File: config.mk
export PLATFORM = sky130hd
export DESIGN_NAME = speck_block_cipher_core
export DESIGN_NICKNAME = d
export VERILOG_FILES = /design/src/sv/spk_pkg.sv /design/src/sv/spk_ram.sv /design/src/sv/spk_round.sv /design/src/sv/speck_block_cipher_core.sv
export SDC_FILE = /design/constraint.sdc
export NUM_CORES = 2
export LEC_CHECK = 0
export ABC_AREA = 1
export BUFFER_PORTS_ARGS = -buffer_cell sky130_fd_sc_hd__buf_2
export CAP_MARGIN = 25
export CELL_PAD_IN_SITES_DETAIL_PLACEMENT = 0
export CELL_PAD_IN_SITES_GLOBAL_PLACEMENT = 1
export CORE_MARGIN = 3
export CORE_UTILIZATION = 50
export DETAILED_ROUTE_END_ITERATION = 10
export PLACE_DENSITY_LB_ADDON = 0.1
export SETUP_SLACK_MARGIN = 0.3
export SYNTH_ARGS = -nofsm -noshare
export SYNTH_HDL_FRONTEND = slang
export SYNTH_SLANG_ARGS = --single-unit
File: constraint.sdc
create_clock -name clock -period 8.41 [get_ports clock]
set_input_delay 1.682 -clock clock [delete_from_list [all_inputs] [get_ports clock]]
set_output_delay 1.682 -clock clock [all_outputs]
set_load 0.01 [all_outputs]
File: src/sv/spk_pkg.sv
// ---------------------------------------------------------------------------
// Speck cipher core package
// Shared types, command codes and default parameters of the Speck engine.
// ---------------------------------------------------------------------------
`default_nettype none

package spk_pkg;

   localparam int FIELD_BITS    = 64;
   localparam int CMD_BITS      = 2;
   localparam int KEY_DEPTH     = 32;
   localparam int KEY_ADDR_BITS = 5;

   localparam int DEF_WORD_BITS = 64;
   localparam int DEF_ROUNDS    = 32;
   localparam int DEF_ROT_RIGHT = 8;
   localparam int DEF_ROT_LEFT  = 3;

   localparam logic [CMD_BITS-1:0] CMD_LOAD    = 2'd0;
   localparam logic [CMD_BITS-1:0] CMD_ENCRYPT = 2'd1;
   localparam logic [CMD_BITS-1:0] CMD_DECRYPT = 2'd2;

   typedef struct packed {
      logic [CMD_BITS-1:0]      command;
      logic [KEY_ADDR_BITS-1:0] key_slot;
      logic [FIELD_BITS-1:0]    key_value;
      logic [FIELD_BITS-1:0]    block_high;
      logic [FIELD_BITS-1:0]    block_low;
   } spk_req_type;

   typedef struct packed {
      logic [FIELD_BITS-1:0] result_high;
      logic [FIELD_BITS-1:0] result_low;
   } spk_rsp_type;

endpackage

`default_nettype wire

File: src/sv/spk_ram.sv
// ---------------------------------------------------------------------------
// Generic single-port-write RAM
// One write port and one read port with registered read data.
// ---------------------------------------------------------------------------
`default_nettype none

module spk_ram #(
   parameter int WIDTH = 64,
   parameter int DEPTH = 32
) (
   input  wire logic                     clock,
   input  wire logic                     wr_en,
   input  wire logic [$clog2(DEPTH)-1:0] wr_addr,
   input  wire logic [WIDTH-1:0]         wr_data,
   input  wire logic [$clog2(DEPTH)-1:0] rd_addr,
   output logic      [WIDTH-1:0]         rd_data
);

   logic [WIDTH-1:0] mem_ff [DEPTH];
   logic [WIDTH-1:0] rd_data_ff;

   always_ff @(posedge clock) begin
      if (wr_en) begin
         mem_ff[wr_addr] <= wr_data;
      end
      rd_data_ff <= mem_ff[rd_addr];
   end

   assign rd_data = rd_data_ff;

endmodule

`default_nettype wire

File: src/sv/spk_round.sv
// ---------------------------------------------------------------------------
// Speck round unit
// One forward or inverse Speck round over a two-word state.
// ---------------------------------------------------------------------------
`default_nettype none

module spk_round #(
   parameter int WORD_BITS = 64,
   parameter int ROT_RIGHT = 8,
   parameter int ROT_LEFT  = 3
) (
   input  wire logic                 decrypt,
   input  wire logic [WORD_BITS-1:0] x_cur,
   input  wire logic [WORD_BITS-1:0] y_cur,
   input  wire logic [WORD_BITS-1:0] round_key,
   output logic      [WORD_BITS-1:0] x_next,
   output logic      [WORD_BITS-1:0] y_next
);

   logic [WORD_BITS-1:0] x_ror;
   logic [WORD_BITS-1:0] enc_x;
   logic [WORD_BITS-1:0] enc_y;
   logic [WORD_BITS-1:0] xy_mix;
   logic [WORD_BITS-1:0] dec_y;
   logic [WORD_BITS-1:0] dec_diff;
   logic [WORD_BITS-1:0] dec_x;

   // Forward round
   assign x_ror = (x_cur >> ROT_RIGHT) | (x_cur << (WORD_BITS - ROT_RIGHT));
   assign enc_x = (x_ror + y_cur) ^ round_key;
   assign enc_y = ((y_cur << ROT_LEFT) | (y_cur >> (WORD_BITS - ROT_LEFT))) ^ enc_x;

   // Inverse round: undo the y update first, then the modular addition
   assign xy_mix   = x_cur ^ y_cur;
   assign dec_y    = (xy_mix >> ROT_LEFT) | (xy_mix << (WORD_BITS - ROT_LEFT));
   assign dec_diff = (x_cur ^ round_key) - dec_y;
   assign dec_x    = (dec_diff << ROT_RIGHT) | (dec_diff >> (WORD_BITS - ROT_RIGHT));

   assign x_next = decrypt ? dec_x : enc_x;
   assign y_next = decrypt ? dec_y : enc_y;

endmodule

`default_nettype wire

File: src/sv/speck_block_cipher_core.sv
// ---------------------------------------------------------------------------
// Speck block cipher core
// Iterative Speck engine with a store of precomputed round keys.
// ---------------------------------------------------------------------------
// Usage:
//   A request beat carries a command. A load writes key_value into round key
//   entry key_slot and gives no response. An encrypt or decrypt runs ROUNDS
//   rounds over {block_high, block_low} and gives one response beat with the
//   result words, zero above WORD_BITS. Command code 3 is taken and ignored.
//   A cipher beat runs its rounds in the single round unit, one round per
//   cycle, with the round key addressed in the key RAM in the cycle before
//   it is used. The result and rsp_valid are registered at the end of the
//   last round if the output register is free, else once it frees, and a
//   new request is not taken before the block has reached that register.
//   req_ready is high only while the core is idle. The response sits in an
//   output register, so the core goes idle while it waits to be taken; if a
//   second result finishes before the first is taken, the core holds it and
//   stays busy until the output register frees.
//   Reset returns the core to idle and drops rsp_valid. Key entries are
//   undefined after reset until loaded.
// ---------------------------------------------------------------------------
`default_nettype none

module speck_block_cipher_core #(
   parameter int WORD_BITS = spk_pkg::DEF_WORD_BITS,
   parameter int ROUNDS    = spk_pkg::DEF_ROUNDS,
   parameter int ROT_RIGHT = spk_pkg::DEF_ROT_RIGHT,
   parameter int ROT_LEFT  = spk_pkg::DEF_ROT_LEFT
) (
   input  wire logic                 clock,
   input  wire logic                 reset,
   input  wire logic                 req_valid,
   output logic                      req_ready,
   input  wire spk_pkg::spk_req_type req_data,
   output logic                      rsp_valid,
   input  wire logic                 rsp_ready,
   output spk_pkg::spk_rsp_type      rsp_data
);

   import spk_pkg::*;

   localparam int RND_BITS = (ROUNDS > 1) ? $clog2(ROUNDS) : 1;
   localparam logic [RND_BITS-1:0] LAST_ROUND = RND_BITS'(ROUNDS - 1);
   localparam logic [KEY_ADDR_BITS-1:0] DEC_START =
      KEY_ADDR_BITS'((ROUNDS - 1) % KEY_DEPTH);

   typedef enum logic [1:0] {
      S_IDLE,
      S_RUN,
      S_WB
   } state_type;

   state_type                state_ff, state_in;
   logic [RND_BITS-1:0]      round_ff, round_in;
   logic [KEY_ADDR_BITS-1:0] kidx_ff, kidx_in;
   logic                     decrypt_ff, decrypt_in;
   logic [WORD_BITS-1:0]     x_ff, x_in;
   logic [WORD_BITS-1:0]     y_ff, y_in;
   logic                     rsp_valid_ff, rsp_valid_in;
   spk_rsp_type              rsp_data_ff, rsp_data_in;

   logic                     req_fire;
   logic                     is_cipher;
   logic                     out_free;
   logic [KEY_ADDR_BITS-1:0] kidx_step;
   logic [KEY_ADDR_BITS-1:0] rd_addr;
   logic [WORD_BITS-1:0]     round_key;
   logic [WORD_BITS-1:0]     x_rnd;
   logic [WORD_BITS-1:0]     y_rnd;

   assign req_ready = (state_ff == S_IDLE);
   assign req_fire  = req_valid && req_ready;
   assign is_cipher = (req_data.command == CMD_ENCRYPT) ||
                      (req_data.command == CMD_DECRYPT);
   assign out_free  = !rsp_valid_ff || rsp_ready;

   assign kidx_step = decrypt_ff ? (kidx_ff - 1'b1) : (kidx_ff + 1'b1);
   assign kidx_in   = (req_fire && (req_data.command == CMD_DECRYPT)) ? DEC_START :
                      req_fire ? '0 : kidx_step;

   // The RAM read is registered, so the key for the coming round is
   // addressed in the cycle before it is used.
   assign rd_addr = kidx_in;

   spk_ram #(
      .WIDTH (WORD_BITS),
      .DEPTH (KEY_DEPTH)
   ) u_key_ram (
      .clock   (clock),
      .wr_en   (req_fire && (req_data.command == CMD_LOAD)),
      .wr_addr (req_data.key_slot),
      .wr_data (req_data.key_value[WORD_BITS-1:0]),
      .rd_addr (rd_addr),
      .rd_data (round_key)
   );

   spk_round #(
      .WORD_BITS (WORD_BITS),
      .ROT_RIGHT (ROT_RIGHT),
      .ROT_LEFT  (ROT_LEFT)
   ) u_round (
      .decrypt   (decrypt_ff),
      .x_cur     (x_ff),
      .y_cur     (y_ff),
      .round_key (round_key),
      .x_next    (x_rnd),
      .y_next    (y_rnd)
   );

   always_comb begin
      state_in     = state_ff;
      round_in     = round_ff;
      decrypt_in   = decrypt_ff;
      x_in         = x_ff;
      y_in         = y_ff;
      rsp_valid_in = rsp_valid_ff && !rsp_ready;
      rsp_data_in  = rsp_data_ff;

      case (state_ff)
         S_IDLE: begin
            if (req_fire && is_cipher) begin
               state_in   = S_RUN;
               round_in   = '0;
               decrypt_in = (req_data.command == CMD_DECRYPT);
               x_in       = req_data.block_high[WORD_BITS-1:0];
               y_in       = req_data.block_low[WORD_BITS-1:0];
            end
         end
         S_RUN: begin
            x_in     = x_rnd;
            y_in     = y_rnd;
            round_in = round_ff + 1'b1;
            if (round_ff == LAST_ROUND) begin
               if (out_free) begin
                  state_in                = S_IDLE;
                  rsp_valid_in            = 1'b1;
                  rsp_data_in.result_high = FIELD_BITS'(x_rnd);
                  rsp_data_in.result_low  = FIELD_BITS'(y_rnd);
               end else begin
                  state_in = S_WB;
               end
            end
         end
         S_WB: begin
            if (out_free) begin
               state_in                = S_IDLE;
               rsp_valid_in            = 1'b1;
               rsp_data_in.result_high = FIELD_BITS'(x_ff);
               rsp_data_in.result_low  = FIELD_BITS'(y_ff);
            end
         end
         default: begin
            state_in = S_IDLE;
         end
      endcase
   end

   always_ff @(posedge clock) begin
      if (reset) begin
         state_ff     <= S_IDLE;
         rsp_valid_ff <= 1'b0;
         round_ff     <= '0;
      end else begin
         state_ff     <= state_in;
         rsp_valid_ff <= rsp_valid_in;
         round_ff     <= round_in;
      end
      kidx_ff     <= kidx_in;
      decrypt_ff  <= decrypt_in;
      x_ff        <= x_in;
      y_ff        <= y_in;
      rsp_data_ff <= rsp_data_in;
   end

   assign rsp_valid = rsp_valid_ff;
   assign rsp_data  = rsp_data_ff;

   // A response only appears at the end of a block's rounds.
   a_rsp_from_core: assert property (@(posedge clock) disable iff (reset)
      $rose(rsp_valid_ff) |-> ($past(state_ff) == S_RUN) || ($past(state_ff) == S_WB))
      else $error("response raised without a finished block");

   a_cipher_starts: assert property (@(posedge clock) disable iff (reset)
      req_fire && is_cipher |=> (state_ff == S_RUN) && (round_ff == '0))
      else $error("cipher beat did not start the round sequence");

   a_round_bound: assert property (@(posedge clock) disable iff (reset)
      (state_ff == S_RUN) |-> (round_ff <= LAST_ROUND))
      else $error("round counter ran past the last round");

   a_wb_when_full: assert property (@(posedge clock) disable iff (reset)
      (state_ff == S_WB) |-> rsp_valid_ff)
      else $error("result held back while the output register was free");

   a_load_stays_idle: assert property (@(posedge clock) disable iff (reset)
      req_fire && !is_cipher |=> (state_ff == S_IDLE))
      else $error("key load or unused command left the core busy");

endmodule

`default_nettype wire

==> flow_summary.json <==
{
  "slew_headroom_pct": 25.1,
  "ir_drop_uv": 618,
  "drc": 0,
  "dieArea_sq_um": 222000,
  "synth_area_leader_cell": "edfxtp_1",
  "syn2layout_area_growth_pct": 11.4,
  "core_area_sq_um": 215000,
  "layout-drive-gt1-share_pct": 10.5,
  "p_leak_nw": 43.1,
  "fin_crit_sh_pct": 62.3,
  "clock_path_buffers": 3,
  "ys_ff_latch": 2382,
  "overflow": 0,
  "firstDrtPassIters": 6,
  "pin_count": 333,
  "setup_tns_ns": 0,
  "finalNetCount": 10500,
  "wl_per_cell_um": 28.1,
  "period_minus_slack_ns": 5.24,
  "htreeDepth": 4,
  "rows": 170,
  "reg2reg_depth": 8,
  "status": "finished clean",
  "via_per_inst": 5.95,
  "track_usage_pct": 32.7,
  "hold_start": "round_ff[4]$_SDFFE_PP0P_",
  "grt_pass1_vias": 74600,
  "ys_seq_area_share_pct": 65.5,
  "clk_pin_slew_ns": 0.06,
  "syn_area_per_cell_sq_um": 10.8,
  "routed_wl_um": 371000,
  "cp-startpoint": "req_data[197]",
  "r2r-start": "state_ff[0]$_SDFFE_PP0P_",
  "ff_latch_area_sq_um": 70800,
  "cp.arrival_ns": 5.73,
  "path_class": "in -> reg",
  "rsz0062_at_grt": "no",
  "fin_worst_skew_ns": 0.0782,
  "power.total_mw": 54.3,
  "setup_viol": 0,
  "num_vias": 78500,
  "grt_max_degree": 209,
  "cp-end-kind": "register",
  "netlist_instances": 9966,
  "min_to": "round_ff[4]$_SDFFE_PP0P_",
  "reg2reg_to": "u_key_ram.mem_ff[31][63]$_DFFE_PP_",
  "synth_area_leaders": "edfxtp_1 64%, nand2_1 6.0%, o21ai_0 5.1%, nor2_1 4.6%, o22ai_1 2.2%",
  "fin_cells": 13200,
  "postCtsHoldBufs": 0,
  "numPlacedInstances": 12700,
  "final_util_pct": 56.1,
  "synth_top_area_share_pct": 64.0,
  "cts_resized": 0,
  "antenna_found_initial": 10,
  "multiInputGateArea_sq_um": 33300,
  "path_delay_family": "simple AND/OR/NAND/NOR gates",
  "post_cts_buffers": 0,
  "globalplace.congestion": 0.995,
  "tightest_slew_ns": 1.12,
  "drv_cap": 0,
  "grt_pass1_wl_um": 529000,
  "crit_required_ns": 8.90,
  "antenna_left": 0,
  "initial_core_util_pct": 50.3,
  "path_buf_inv": 5,
  "p_per_area_nw_per_um2": 451,
  "clock_latency_ns": 0.90,
  "max_freq_mhz": 191,
  "cts_tree": "yes",
  "cts_buffers": 235,
  "fill_cells": 18500,
  "finalHoldViolCount": 0,
  "min_path_cells": 2,
  "hpwl_um": 245000,
  "hold_class": "reg -> reg",
  "syn-num-nets": 10300,
  "path_cells": "buf_2 > inv_1 > ha_1 > inv_1 > nor2_1 > buf_4 > nand3_1 > nor2_4 > buf_4",
  "clock-sinks": 2382,
  "yosysWarnings": 0,
  "start_kind": "primary input",
  "cp_slowest_cell": "nor2_4",
  "drtIter0Drc": 8719,
  "numPortBuffers": 332,
  "syn_area_sq_um": 108000,
  "reg2reg_slack_ns": 3.34,
  "fp.dieH_um": 471,
  "ys_types": 47,
  "slowest_delay_ns": 1.04,
  "drv_slew": 0,
  "clockRootBuffer": "clkbuf_16",
  "path_max_fanout": 45,
  "die_w_um": 471
}
==> cells in the mapped netlist (all sizes together) <==
cell type  instances
and2               5
fa                 3
nor3              33
o211ai           129
nand3            421
a21oi            168
nor4               6
clkinv             1
ha               136
buf              211
dfxtp             77
nand4             30
o32ai            125
nor2            1316
or2              397
xnor2            122
nand2b             1
clkbuf           309
nand3b            17
and3               1
o22ai            381
o311ai             4
a21o               6
o221ai             5
mux2i              5
edfxtp          2305
o21ai           1322
a21boi             6
o21a               1
xor2             141
inv              538
nand2           1722
a31oi              3
o21bai            19
==> layout by cell type, fill, tap and decap left out, drive strengths merged <==
cell type and count:
edfxtp 2305, nand2 1722, o21ai 1322, nor2 1316
inv 544, buf 462, nand3 421, or2 397
o22ai 381, clkbuf 312, a21oi 168, xor2 141
ha 136, o211ai 129, o32ai 125, xnor2 122
clkinv 103, dfxtp 77, nor3 33, nand4 30
o21bai 19, bufinv 18, nand3b 17, clkinvlp 8
nor4 6, a21boi 6, a21o 6, diode 5
and2 5, mux2i 5, o221ai 5, o311ai 4
a31oi 3, fa 3, o21a 1, and3 1
nand2b 1
==> power breakdown <==
part	switching [mW]	total, mW	internal [mW]
logic	20.2	28.2	8.05
clock network	4.59	10.5	5.90
registers	1.23	15.6	14.4
total	26.0	54.3	28.4
==> state kept, by name, summed over array words and instances (netlist names) <==
name and count:
u_key_ram.mem_ff 2048, rsp_data 128, u_key_ram.rd_data 64, x_ff 64, y_ff 64, kidx_ff 5, round_ff 5, state_ff 2
decrypt_ff 1, rsp_valid 1
==> worst max path at each step <==
stage / end / depth (start not counted)
2_1_floorplan: rsp_data[0]$_DFFE_PP_ / 6
3_3_place_gp: u_key_ram.mem_ff[2][13]$_DFFE_PP_ / 9
3_5_place_dp: u_key_ram.mem_ff[31][9]$_DFFE_PP_ / 9
4_1_cts: u_key_ram.mem_ff[31][23]$_DFFE_PP_ / 9
5_1_grt: u_key_ram.mem_ff[31][63]$_DFFE_PP_ / 9
6_report: u_key_ram.mem_ff[31][63]$_DFFE_PP_ / 9
==> area by class of cell <==
class | instances | area share, %
diodes | 5 | 0.0104
clock buffers | 312 | 5.29
clock inverters | 134 | 1.15
inverters | 539 | 1.72
multi-input cells | 6525 | 27.6
flip-flops and latches | 2382 | 58.7
well taps | 2838 | 2.95
repair buffers | 462 | 2.54
==> worst reg2reg max path, cell delays in order (launching register included) <==
cell and delay, ns:
dfxtp_1 0.35, inv_1 0.14, ha_1 0.33, nand2_2 0.18
nor2_1 0.82, buf_4 0.31, nand3_1 0.64, nor2_4 1.05
buf_4 0.81
==> cell families after synthesis <==
kind of cell,Yosys count,synth area share [%]
AND/OR/NAND/NOR,3949,15.3
buffers and inverters,1059,4.06
XOR/XNOR,263,2.13
flip-flops,2382,65.5
adder cells (fa/ha/maj),139,1.63
AO/OA/AOI/OAI,2169,11.3
multiplexers,5,0.0463
==> per-layer routing <==
| layer | global-route usage [%] | share of wire [%] |
|---|---|---|
| met1 | 43.8 | 40 |
| met2 | 54.1 | 48 |
| met3 | 4.88 | 7.3 |
| met4 | 12.4 | 4.3 |
| met5 | 0 | 0.0035 |
==> stage by stage <==
stage / worst slack [ns] / hold WS, ns / area, sq um
final: 3.17 / 0.469 / 120000
after global routing: 3.27 / 0.491 / 120000
after floorplan: 0.550 / 0.444 / 108000
after CTS: 3.29 / 0.469 / 120000
after detailed placement: 2.35 / 0.460 / 113000
after global placement: 2.34 / 0.457 / 113000
(Power assumes the default switching activity.)
